<file path="config.mk">
export PLATFORM = sky130hd
export DESIGN_NAME = irc_message_tokenizer_top_flat
export DESIGN_NICKNAME = d
export VERILOG_FILES = /design/src/design/irc_tok_pkg.sv /design/src/design/irc_tok_if.sv /design/src/design/irc_tok_core.sv /design/src/design/irc_tok_resq.sv /design/src/design/irc_message_tokenizer_top.sv /design/src/flat_wrapper.sv
export SDC_FILE = /design/constraint.sdc
export NUM_CORES = 1
export LEC_CHECK = 0
export ABC_AREA = 1
export BUFFER_PORTS_ARGS = -buffer_cell sky130_fd_sc_hd__buf_2
export CORE_ASPECT_RATIO = 1.2
export CORE_MARGIN = 4
export CORE_UTILIZATION = 60
export DETAILED_ROUTE_END_ITERATION = 10
export PLACE_DENSITY = 0.77
export RECOVER_POWER = 25
export SLEW_MARGIN = 10
export SYNTH_ARGS = -nofsm -noshare
export SYNTH_HDL_FRONTEND = slang
export SYNTH_SLANG_ARGS = --single-unit
</file>
<file path="constraint.sdc">
create_clock -name clk_i -period 2.8 [get_ports clk_i]
set_input_delay 0.28 -clock clk_i [delete_from_list [all_inputs] [get_ports clk_i]]
set_output_delay 0.28 -clock clk_i [all_outputs]
set_load 0.02 [all_outputs]
</file>
<file path="src/design/irc_tok_pkg.sv">
// irc_tok_pkg: shared types and constants of the irc message tokenizer
// result item layout, result kind codes, character codes, queue sizing
// no dependencies
`timescale 1ns / 1ps
`default_nettype none

package irc_tok_pkg;

  // default limits, handed to the top level parameters
  localparam int MAX_TOKENS_DEF  = 16;
  localparam int TOKEN_LIMIT_DEF = 512;

  // result queue depth, a power of two
  localparam int QDEPTH = 4;

  localparam logic [7:0] CHAR_SPACE = 8'h20;
  localparam logic [7:0] CHAR_COLON = 8'h3A;

  typedef enum logic [1:0] {
    KIND_CHAR = 2'd0,
    KIND_END  = 2'd1,
    KIND_DONE = 2'd2
  } kind_e;

  typedef struct packed {
    kind_e       kind;
    logic [3:0]  token_index;
    logic [7:0]  char_value;
    logic [8:0]  char_position;
    logic [3:0]  param_count;
    logic        last_result;
  } res_t;

  // zero, one or two results written to the queue in one cycle
  typedef struct packed {
    logic [1:0] count;
    res_t       item0;
    res_t       item1;
  } push_t;

endpackage

`default_nettype wire

</file>
<file path="src/design/irc_tok_if.sv">
// irc_tok_in_if and irc_tok_out_if: valid/ready channels of the tokenizer
// depends on nothing but the field widths of the block
`timescale 1ns / 1ps
`default_nettype none

interface irc_tok_in_if;
  logic       valid;
  logic       ready;
  logic [7:0] text_byte;
  logic       end_of_text;

  modport source (output valid, output text_byte, output end_of_text, input ready);
  modport sink   (input valid, input text_byte, input end_of_text, output ready);
endinterface

interface irc_tok_out_if;
  logic       valid;
  logic       ready;
  logic [1:0] result_kind;
  logic [3:0] token_index;
  logic [7:0] char_value;
  logic [8:0] char_position;
  logic [3:0] param_count;
  logic       last_result;

  modport source (output valid, output result_kind, output token_index,
                  output char_value, output char_position, output param_count,
                  output last_result, input ready);
  modport sink   (input valid, input result_kind, input token_index,
                  input char_value, input char_position, input param_count,
                  input last_result, output ready);
endinterface

`default_nettype wire

</file>
<file path="src/design/irc_tok_core.sv">
// irc_tok_core: input register, parse state and result generation
// depends on irc_tok_pkg
`timescale 1ns / 1ps
`default_nettype none

module irc_tok_core #(
  parameter int MAX_TOKENS  = irc_tok_pkg::MAX_TOKENS_DEF,
  parameter int TOKEN_LIMIT = irc_tok_pkg::TOKEN_LIMIT_DEF
) (
  input  wire logic               clk_i,
  input  wire logic               rst_ni,
  input  wire logic               in_valid_i,
  output logic                    in_ready_o,
  input  wire logic [7:0]         text_byte_i,
  input  wire logic               end_of_text_i,
  input  wire logic               room_i,
  output irc_tok_pkg::push_t      push_o
);

  localparam int TW = $clog2(MAX_TOKENS + 1);
  localparam int CW = $clog2(TOKEN_LIMIT + 1);

  localparam logic [1:0] MODE_NORMAL      = 2'd0;
  localparam logic [1:0] MODE_AFTER_SPACE = 2'd1;
  localparam logic [1:0] MODE_TRAILING    = 2'd2;
  localparam logic [1:0] MODE_IGNORE      = 2'd3;

  logic          valid_q, valid_d;
  logic [7:0]    byte_q;
  logic          eot_q;
  logic [1:0]    mode_q, mode_d;
  logic [TW-1:0] tok_q, tok_d;
  logic [CW-1:0] chars_q, chars_d;

  logic              fire;
  logic              close_en, keep_en;
  logic [TW-1:0]     tok_inc;
  irc_tok_pkg::res_t char_res, end_res, done_res;

  assign fire       = valid_q && room_i;
  assign in_ready_o = !valid_q || room_i;
  assign valid_d    = in_ready_o ? in_valid_i : valid_q;
  assign tok_inc    = tok_q + TW'(1);

  always_comb begin
    char_res               = '0;
    char_res.kind          = irc_tok_pkg::KIND_CHAR;
    char_res.token_index   = 4'(tok_q);
    char_res.char_value    = byte_q;
    char_res.char_position = 9'(chars_q);
    end_res                = '0;
    end_res.kind           = irc_tok_pkg::KIND_END;
    end_res.token_index    = 4'(tok_q);
    done_res               = '0;
    done_res.kind          = irc_tok_pkg::KIND_DONE;
    done_res.last_result   = 1'b1;
    done_res.param_count   = (mode_q == MODE_IGNORE) ? 4'(MAX_TOKENS - 1) : 4'(tok_q);
  end

  always_comb begin
    mode_d   = mode_q;
    tok_d    = tok_q;
    chars_d  = chars_q;
    push_o   = '0;
    close_en = 1'b0;
    keep_en  = 1'b0;
    if (fire) begin
      if (eot_q) begin
        if (mode_q == MODE_IGNORE) begin
          push_o.count = 2'd1;
          push_o.item0 = done_res;
        end else begin
          push_o.count = 2'd2;
          push_o.item0 = end_res;
          push_o.item1 = done_res;
        end
        mode_d  = MODE_NORMAL;
        tok_d   = '0;
        chars_d = '0;
      end else begin
        unique case (mode_q)
          MODE_NORMAL: begin
            if (byte_q == irc_tok_pkg::CHAR_SPACE) close_en = 1'b1;
            else keep_en = 1'b1;
          end
          MODE_AFTER_SPACE: begin
            if (byte_q == irc_tok_pkg::CHAR_COLON) begin
              mode_d = MODE_TRAILING;
            end else if (byte_q == irc_tok_pkg::CHAR_SPACE) begin
              close_en = 1'b1;
            end else begin
              mode_d  = MODE_NORMAL;
              keep_en = 1'b1;
            end
          end
          MODE_TRAILING: keep_en = 1'b1;
          default: ;
        endcase
        if (close_en) begin
          push_o.count = 2'd1;
          push_o.item0 = end_res;
          tok_d        = tok_inc;
          chars_d      = '0;
          mode_d       = (tok_inc >= TW'(MAX_TOKENS)) ? MODE_IGNORE : MODE_AFTER_SPACE;
        end
        // characters past the length limit are dropped
        if (keep_en && (chars_q < CW'(TOKEN_LIMIT))) begin
          push_o.count = 2'd1;
          push_o.item0 = char_res;
          chars_d      = chars_q + CW'(1);
        end
      end
    end
  end

  always_ff @(posedge clk_i or negedge rst_ni) begin
    if (!rst_ni) begin
      valid_q <= 1'b0;
      mode_q  <= MODE_NORMAL;
      tok_q   <= '0;
      chars_q <= '0;
    end else begin
      valid_q <= valid_d;
      mode_q  <= mode_d;
      tok_q   <= tok_d;
      chars_q <= chars_d;
    end
  end

  always_ff @(posedge clk_i) begin
    if (in_ready_o && in_valid_i) begin
      byte_q <= text_byte_i;
      eot_q  <= end_of_text_i;
    end
  end

endmodule

`default_nettype wire

</file>
<file path="src/design/irc_tok_resq.sv">
// irc_tok_resq: small result queue, up to two writes and one read a cycle
// depends on irc_tok_pkg
`timescale 1ns / 1ps
`default_nettype none

module irc_tok_resq (
  input  wire logic                clk_i,
  input  wire logic                rst_ni,
  input  wire irc_tok_pkg::push_t  push_i,
  output logic                     room_o,
  output logic                     valid_o,
  input  wire logic                ready_i,
  output irc_tok_pkg::res_t        head_o
);

  localparam int DEPTH = irc_tok_pkg::QDEPTH;
  localparam int PW    = $clog2(DEPTH);
  localparam int NW    = $clog2(DEPTH + 1);

  irc_tok_pkg::res_t mem_q [DEPTH];
  logic [PW-1:0]     wr_ptr_q, rd_ptr_q;
  logic [NW-1:0]     count_q, count_d;
  logic              pop;

  assign valid_o = (count_q != '0);
  assign pop     = valid_o && ready_i;
  assign head_o  = mem_q[rd_ptr_q];
  // room for a pair, regardless of a read in the same cycle
  assign room_o  = (count_q <= NW'(DEPTH - 2));
  assign count_d = count_q + NW'(push_i.count) - NW'(pop);

  always_ff @(posedge clk_i or negedge rst_ni) begin
    if (!rst_ni) begin
      wr_ptr_q <= '0;
      rd_ptr_q <= '0;
      count_q  <= '0;
    end else begin
      wr_ptr_q <= wr_ptr_q + PW'(push_i.count);
      rd_ptr_q <= rd_ptr_q + PW'(pop);
      count_q  <= count_d;
    end
  end

  always_ff @(posedge clk_i) begin
    if (push_i.count != 2'd0) mem_q[wr_ptr_q] <= push_i.item0;
    if (push_i.count == 2'd2) mem_q[PW'(wr_ptr_q + PW'(1))] <= push_i.item1;
  end

  a_count_bound: assert property (@(posedge clk_i) disable iff (!rst_ni)
    count_q <= NW'(DEPTH))
    else $error("result queue overfilled");

  a_push_room: assert property (@(posedge clk_i) disable iff (!rst_ni)
    (push_i.count != 2'd0) |-> (count_q <= NW'(DEPTH - 2)))
    else $error("results written without room");

  a_count_track: assert property (@(posedge clk_i) disable iff (!rst_ni)
    1'b1 |=> count_q == $past(count_q) + NW'($past(push_i.count)) - NW'($past(pop)))
    else $error("queue fill level out of step");

  a_no_push3: assert property (@(posedge clk_i) disable iff (!rst_ni)
    push_i.count != 2'd3)
    else $error("illegal result count");

endmodule

`default_nettype wire

</file>
<file path="src/design/irc_message_tokenizer_top.sv">
// irc_message_tokenizer_top: irc message tokenizer, top level
// depends on irc_tok_pkg, irc_tok_if, irc_tok_core, irc_tok_resq
//
// usage
//   in_i carries one message byte per request, end_of_text closes the
//   message (text_byte is then ignored). out_o carries result
//   requests: token characters with index and position, a token end
//   marker per token, and at end of text a done result with the
//   parameter count and last_result set.
//   throughput: one input request per cycle; an end-of-text request
//   yields up to two results and the output side delivers one per cycle,
//   so the input side is held when the result queue has no room for a
//   pair. results pass the input register, then the result queue, on
//   their way to out_o.
//   a stalled receiver fills the four-entry result queue; once fewer than
//   two slots are free, in_i.ready drops until results are taken.
//   reset clears the parse state, the input register and the queue; the
//   block is ready for a new message in the first cycle after reset.
`timescale 1ns / 1ps
`default_nettype none

module irc_message_tokenizer_top #(
  parameter int MAX_TOKENS  = irc_tok_pkg::MAX_TOKENS_DEF,
  parameter int TOKEN_LIMIT = irc_tok_pkg::TOKEN_LIMIT_DEF
) (
  input  wire logic     clk_i,
  input  wire logic     rst_ni,
  irc_tok_in_if.sink    in_i,
  irc_tok_out_if.source out_o
);

  irc_tok_pkg::push_t push;
  irc_tok_pkg::res_t  head;
  logic               room;
  logic               in_ready;
  logic               out_valid;

  // parse state machine behind the input register
  irc_tok_core #(
    .MAX_TOKENS  (MAX_TOKENS),
    .TOKEN_LIMIT (TOKEN_LIMIT)
  ) u_core (
    .clk_i         (clk_i),
    .rst_ni        (rst_ni),
    .in_valid_i    (in_i.valid),
    .in_ready_o    (in_ready),
    .text_byte_i   (in_i.text_byte),
    .end_of_text_i (in_i.end_of_text),
    .room_i        (room),
    .push_o        (push)
  );

  // results wait here so the parser keeps going while out_o stalls
  irc_tok_resq u_resq (
    .clk_i   (clk_i),
    .rst_ni  (rst_ni),
    .push_i  (push),
    .room_o  (room),
    .valid_o (out_valid),
    .ready_i (out_o.ready),
    .head_o  (head)
  );

  assign in_i.ready          = in_ready;
  assign out_o.valid         = out_valid;
  assign out_o.result_kind   = head.kind;
  assign out_o.token_index   = head.token_index;
  assign out_o.char_value    = head.char_value;
  assign out_o.char_position = head.char_position;
  assign out_o.param_count   = head.param_count;
  assign out_o.last_result   = head.last_result;

endmodule

`default_nettype wire

</file>
<file path="src/flat_wrapper.sv">
// flat-port wrapper written by rule: the top's interface ports become plain ports
module irc_message_tokenizer_top_flat 
#(
  parameter int MAX_TOKENS  = irc_tok_pkg::MAX_TOKENS_DEF,
  parameter int TOKEN_LIMIT = irc_tok_pkg::TOKEN_LIMIT_DEF
)
  (clk_i, rst_ni, in_i_valid, in_i_text_byte, in_i_end_of_text, in_i_ready, out_o_valid, out_o_result_kind, out_o_token_index, out_o_char_value, out_o_char_position, out_o_param_count, out_o_last_result, out_o_ready);
  irc_tok_in_if in_i_i ();
  irc_tok_out_if out_o_i ();
  input  wire logic clk_i;
  input  wire logic rst_ni;
  input wire logic [$bits(in_i_i.valid)-1:0] in_i_valid;
  input wire logic [$bits(in_i_i.text_byte)-1:0] in_i_text_byte;
  input wire logic [$bits(in_i_i.end_of_text)-1:0] in_i_end_of_text;
  output wire logic [$bits(in_i_i.ready)-1:0] in_i_ready;
  output wire logic [$bits(out_o_i.valid)-1:0] out_o_valid;
  output wire logic [$bits(out_o_i.result_kind)-1:0] out_o_result_kind;
  output wire logic [$bits(out_o_i.token_index)-1:0] out_o_token_index;
  output wire logic [$bits(out_o_i.char_value)-1:0] out_o_char_value;
  output wire logic [$bits(out_o_i.char_position)-1:0] out_o_char_position;
  output wire logic [$bits(out_o_i.param_count)-1:0] out_o_param_count;
  output wire logic [$bits(out_o_i.last_result)-1:0] out_o_last_result;
  input wire logic [$bits(out_o_i.ready)-1:0] out_o_ready;
  assign in_i_i.valid = in_i_valid;
  assign in_i_i.text_byte = in_i_text_byte;
  assign in_i_i.end_of_text = in_i_end_of_text;
  assign in_i_ready = in_i_i.ready;
  assign out_o_valid = out_o_i.valid;
  assign out_o_result_kind = out_o_i.result_kind;
  assign out_o_token_index = out_o_i.token_index;
  assign out_o_char_value = out_o_i.char_value;
  assign out_o_char_position = out_o_i.char_position;
  assign out_o_param_count = out_o_i.param_count;
  assign out_o_last_result = out_o_i.last_result;
  assign out_o_i.ready = out_o_ready;
  irc_message_tokenizer_top #(.MAX_TOKENS(MAX_TOKENS), .TOKEN_LIMIT(TOKEN_LIMIT)) u_core (.clk_i(clk_i), .rst_ni(rst_ni), .in_i(in_i_i), .out_o(out_o_i));
endmodule
</file>
==> results.txt <==
----------------------------------------------------
[STA]
  Final setup vio count ... 0
  Final worst path period share ... 0.881
  Worst-case hold slack ... roughly 30 ps
  Maximum achievable frequency ... 0.405 GHz
  Final Critical Period ... 2470 ps
  Unrepaired setup endpoints after global routing ... false
  Sum of negative setup slack ... 0 ps
  Actual transition at the worst max-transition pin ... between 1000 and 1500 ps
  Tightest slew margin relative to the limit ... 0.0947
  Number of hold violations in the final report ... 0
  Setup clock skew after layout ... 5.58 ps
  Number of pins exceeding their max-slew limit in the final report ... 0

[Detailed routing]
  Detailed-route wire length on metal 1 ... 7.26 mm
  Via count ... 6367
  Via density ... 5.21
  Highest metal layer with signal wires ... met4
  Count of nets left with antenna violations after detail routing ... 0
  DRC violation total after the first TritonRoute iteration ... 434
  Routed length on met3 ... 1.12 mm
  Final WL ... 17.3 mm
  WL met2 ... between 8 and 9 mm
  Detailed-route wire length per cell ... between 10 and 15 um
  DRC violation count after routing ... 0
  DR pass1 iterations ... 5

[Power]
  Power density relative to cell area ... between 1000 and 1500 mW/mm^2
  Combinational share of power ... 0.473
  Part of the total power dissipated in sequential elements ... 0.310
  Portion of total power attributed to the clock network ... 0.217
  Pleak ... 4.35 nW
  Worst voltage drop across the vdd grid ... 1030 uV
  Fraction of power spent switching nets ... 0.431
  Overall power ... approximately 11 mW
  Cell internal pwr ... 6.38 mW
  Switching power ... 4.83 mW

[Die]
  Initial standard-cell utilization of the core ... 0.617
  Overall die area ... 0.0138 mm^2
  Total I/O pin count ... 43
  Chip width ... roughly 110 um
  Core box area ... 0.0117 mm^2
  Die extent in y ... roughly 130 um
  Number of rows in the core area ... 43

[Yosys]
  Number of register bits inferred by synthesis ... 142
  Fraction of synthesized cell area in xor and xnor cells ... 0.0122
  Adder-Cell Fraction of Synth Area ... 0.0149
  Proportion of synthesized chip area in sequential cells ... 0.452
  Average cell area after synthesis ... 7.04 um^2
  Net count after synthesis ... 1044
  Share of cell area taken by muxes after synthesis ... 0.00139
  Post-synthesis instance area ... 0.00721 mm^2
  Count of unique library cells instantiated by Yosys ... 33
  Compound-gate portion of the synthesized area ... 0.101
  Instance count of the mapped netlist ... 1023
  Total number of yosys warnings ... 0
  Simple-gate share of the synthesized area ... 0.302
  Combinational family with the most area after synthesis ... simple AND/OR/NAND/NOR gates

[Global routing]
  Wire length of the first global-routing pass ... approximately 28 mm
  Via count of the first global-routing pass ... ~6000
  Antenna violations before repair ... 0
  Pin count of the biggest net entering global routing ... 50
  All-Layer GR Usage ... 0.263
  Total global routing overflow ... 0

[Place]
  Instance count after placement with tap cells included ... 1188
  Placer congestion estimate ... 0.891
  Final HPWL DP ... ~10 mm
  Number of port buffers ... 42

[Worst setup path]
  Worst setup EP type ... flop
  Required time at the endpoint of the critical path ... 2910 ps
  Cells traversed along the worst timing path ... nor2_1 > nor2_1 > nor2_8 > clkbuf_2 > nand3_2 > buf_4 > nand2_1
  Critical path class ... reg2reg
  Worst-path fanout max ... 39
  WP data arrival ... between 2000 and 3000 ps
  Cell with the largest stage delay on the worst path ... sky130_fd_sc_hd__clkbuf_2
  Critical path startpoint category ... flop
  CP dominant cell by count ... sky130_fd_sc_hd__nor2_1
  Critical path's top delay family ... buffers and inverters
  Delay contributed by the slowest stage of the critical path ... around 640 ps
  Number of buffers and inverters on the critical path ... 2

[Clock tree]
  Max clock buf depth ... 2
  # Post-CTS Setup Buffers ... 0
  Clock transition at the register clock pins on the worst setup and hold paths after CTS ... 60 ps
  Maximum level of the CTS H-tree ... 4
  Clock buffers created by TritonCTS ... 17
  Clock latency reported for the late side of the worst-skew pair ... 420 ps
  Clk Tree Root Cell ... sky130_fd_sc_hd__clkbuf_16
  Clock tree from TritonCTS ... done
  Clk sink count ... 142
  Resized Gates After CTS ... 0

[Job]
  Max Cap Violations ... 0

[Run status]
  Result of the run ... completed

[Min path]
  Classification of the worst-slack hold path ... in2reg

[Cells and area]
  Growth of design area from synthesis to finish ... 12.9%
  Share of layout cells above drive strength 1 ... 0.105
  Fraction of the core area covered by cells at the end of the flow ... 0.697
  Antenna fix cells ... 0
  Filler-free cell count of the finished design ... approximately 1200
  Number of nets at the end of the flow ... 1072

----------------------------------------------------
[through the flow]
step / setup slack, ps / area (um^2)
2_1_floorplan: 564 / 7210
3_3_place_gp: 472 / 7490
3_5_place_dp: 413 / 7490
4_1_cts: 376 / 8150
5_1_grt: 111 / 8130
6_report: 333 / 8130
[worst paths after layout]
| check | startpoint | endpoint | slack (ps) | cells after the start |
|---|---|---|---|---|
| max in group asynchronous | rst_ni | u_core.u_core.chars_q[2]$_DFFE_PN0P_ | 1290 | 2 |
| worst min register to register | u_core.u_resq.mem_q[2][22]$_SDFFE_PP0N_ | u_core.u_resq.mem_q[2][22]$_SDFFE_PP0N_ | 510 | 4 |
| worst max register to register | u_core.u_resq.count_q[2]$_DFF_PN0_ | u_core.u_resq.mem_q[3][0]$_DFFE_PP_ | 330 | 7 |
| worst max-delay path | u_core.u_resq.count_q[2]$_DFF_PN0_ | u_core.u_resq.mem_q[3][0]$_DFFE_PP_ | 330 | 7 |
| min in group asynchronous | rst_ni | u_core.u_core.valid_q$_DFFE_PN0N_ | 710 | 2 |
| worst min-delay path | in_i_text_byte[4] | u_core.u_core.byte_q[4]$_DFFE_PP_ | 30 | 1 |
[synth_stat cells]
| cell | n | area share |
|---|---|---|
| sky130_fd_sc_hd__buf_2 | 21 | 0.015 |
| sky130_fd_sc_hd__nand3_1 | 19 | 0.013 |
| sky130_fd_sc_hd__o21ai_1 | 1 | 0.00069 |
| sky130_fd_sc_hd__buf_4 | 6 | 0.0062 |
| sky130_fd_sc_hd__dfxtp_1 | 88 | 0.24 |
| sky130_fd_sc_hd__mux2i_1 | 1 | 0.0014 |
| sky130_fd_sc_hd__o21ai_0 | 57 | 0.040 |
| sky130_fd_sc_hd__dfrtp_1 | 25 | 0.087 |
| sky130_fd_sc_hd__o22ai_1 | 6 | 0.0052 |
| sky130_fd_sc_hd__xnor2_1 | 4 | 0.0049 |
| sky130_fd_sc_hd__o31ai_1 | 1 | 0.0010 |
| sky130_fd_sc_hd__nor2_1 | 195 | 0.10 |
| sky130_fd_sc_hd__clkinv_1 | 1 | 0.00052 |
| sky130_fd_sc_hd__a21oi_1 | 77 | 0.053 |
| sky130_fd_sc_hd__a21boi_0 | 1 | 0.0010 |
| sky130_fd_sc_hd__inv_2 | 2 | 0.0010 |
| sky130_fd_sc_hd__nor2_2 | 3 | 0.0026 |
| sky130_fd_sc_hd__nor2_8 | 1 | 0.0028 |
| sky130_fd_sc_hd__clkbuf_1 | 17 | 0.0089 |
| sky130_fd_sc_hd__ha_1 | 7 | 0.012 |
| sky130_fd_sc_hd__nand2_2 | 8 | 0.0069 |
| sky130_fd_sc_hd__nand3_2 | 4 | 0.0056 |
| sky130_fd_sc_hd__inv_1 | 145 | 0.076 |
| sky130_fd_sc_hd__nand3b_1 | 1 | 0.0010 |
| sky130_fd_sc_hd__edfxtp_1 | 29 | 0.12 |
| sky130_fd_sc_hd__buf_6 | 6 | 0.0094 |
| sky130_fd_sc_hd__xor2_1 | 6 | 0.0073 |
| sky130_fd_sc_hd__fa_1 | 1 | 0.0028 |
| sky130_fd_sc_hd__nor4_1 | 1 | 0.00087 |
| sky130_fd_sc_hd__nor3_1 | 3 | 0.0021 |
| sky130_fd_sc_hd__nand4_1 | 18 | 0.016 |
| sky130_fd_sc_hd__nand2_1 | 258 | 0.13 |
| sky130_fd_sc_hd__nor2_4 | 10 | 0.016 |
[final cells by class]
cell class / instances / area (um^2)
fill: 985 / 3540
sequential: 142 / 3260
tap: 157 / 196
timing repair buffer: 59 / 374
multi-input combinational: 683 / 3100
clock buffer: 24 / 528
clock inverter: 8 / 123
inverter: 148 / 556
[cell families (layout without fill, tap and decap cells)]
logic type | after synthesis | count (layout)
flops | 142 | 142
buf+inv | 198 | 239
fa+ha+maj | 8 | 8
xor+xnor | 10 | 10
compound gates | 143 | 143
mux | 1 | 1
simple gates | 521 | 521
[per-layer routing]
metal  vias to the layer above  track usage
li1                       3217            -
met1                      2881        0.331
met2                       234        0.445
met3                        35       0.0554
met4                         0       0.0988
met5                         -            0
[cells in the final DEF (no fill, tap or decap), drive strengths merged, types with 3 or more instances in the layout]
master | Yosys | routed
nand2 | 266 | 266
nor2 | 209 | 209
inv | 147 | 148
dfxtp | 88 | 88
a21oi | 77 | 77
o21ai | 58 | 58
buf | 33 | 56
edfxtp | 29 | 29
clkbuf | 17 | 26
dfrtp | 25 | 25
nand3 | 23 | 23
nand4 | 18 | 18
ha | 7 | 7
xor2 | 6 | 6
o22ai | 6 | 6
xnor2 | 4 | 4
clkinv | 1 | 4
nor3 | 3 | 3
bufinv | 0 | 3
[sequential cells by signal, summed over array words and instances (netlist names)]
signal	cells
u_core.u_core.tok_q	5
u_core.u_core.valid_q	1
u_core.u_resq.mem_q	108
u_core.u_resq.rd_ptr_q	2
u_core.u_resq.wr_ptr_q	2
u_core.u_core.eot_q	1
u_core.u_core.mode_q	2
u_core.u_core.chars_q	10
u_core.u_resq.count_q	3
u_core.u_core.byte_q	8
[power groups by stage]
stage	registers, mW	clock network (mW)	logic (mW)
detailed placement	3.50	0	5.24
CTS	3.47	2.45	5.34
global placement	3.46	0	5.17
global route	3.56	2.53	6.04
floorplan	3.40	0	4.06
finish	3.47	2.43	5.31
[repair_timing]
item / CTS / global route
hold endpoints to repair: 25 / 0
hold buffers: 1 / 0
setup endpoints to repair: 0 / 0
[worst reg2reg max path: stages, from the launching register on]
cell and delay, ps:
sky130_fd_sc_hd__dfrtp_1 400, sky130_fd_sc_hd__nor2_1 180, sky130_fd_sc_hd__nor2_1 140, sky130_fd_sc_hd__nor2_8 150, sky130_fd_sc_hd__clkbuf_2 650, sky130_fd_sc_hd__nand3_2 160
sky130_fd_sc_hd__buf_4 270, sky130_fd_sc_hd__nand2_1 210
(Power assumes the default switching activity.)
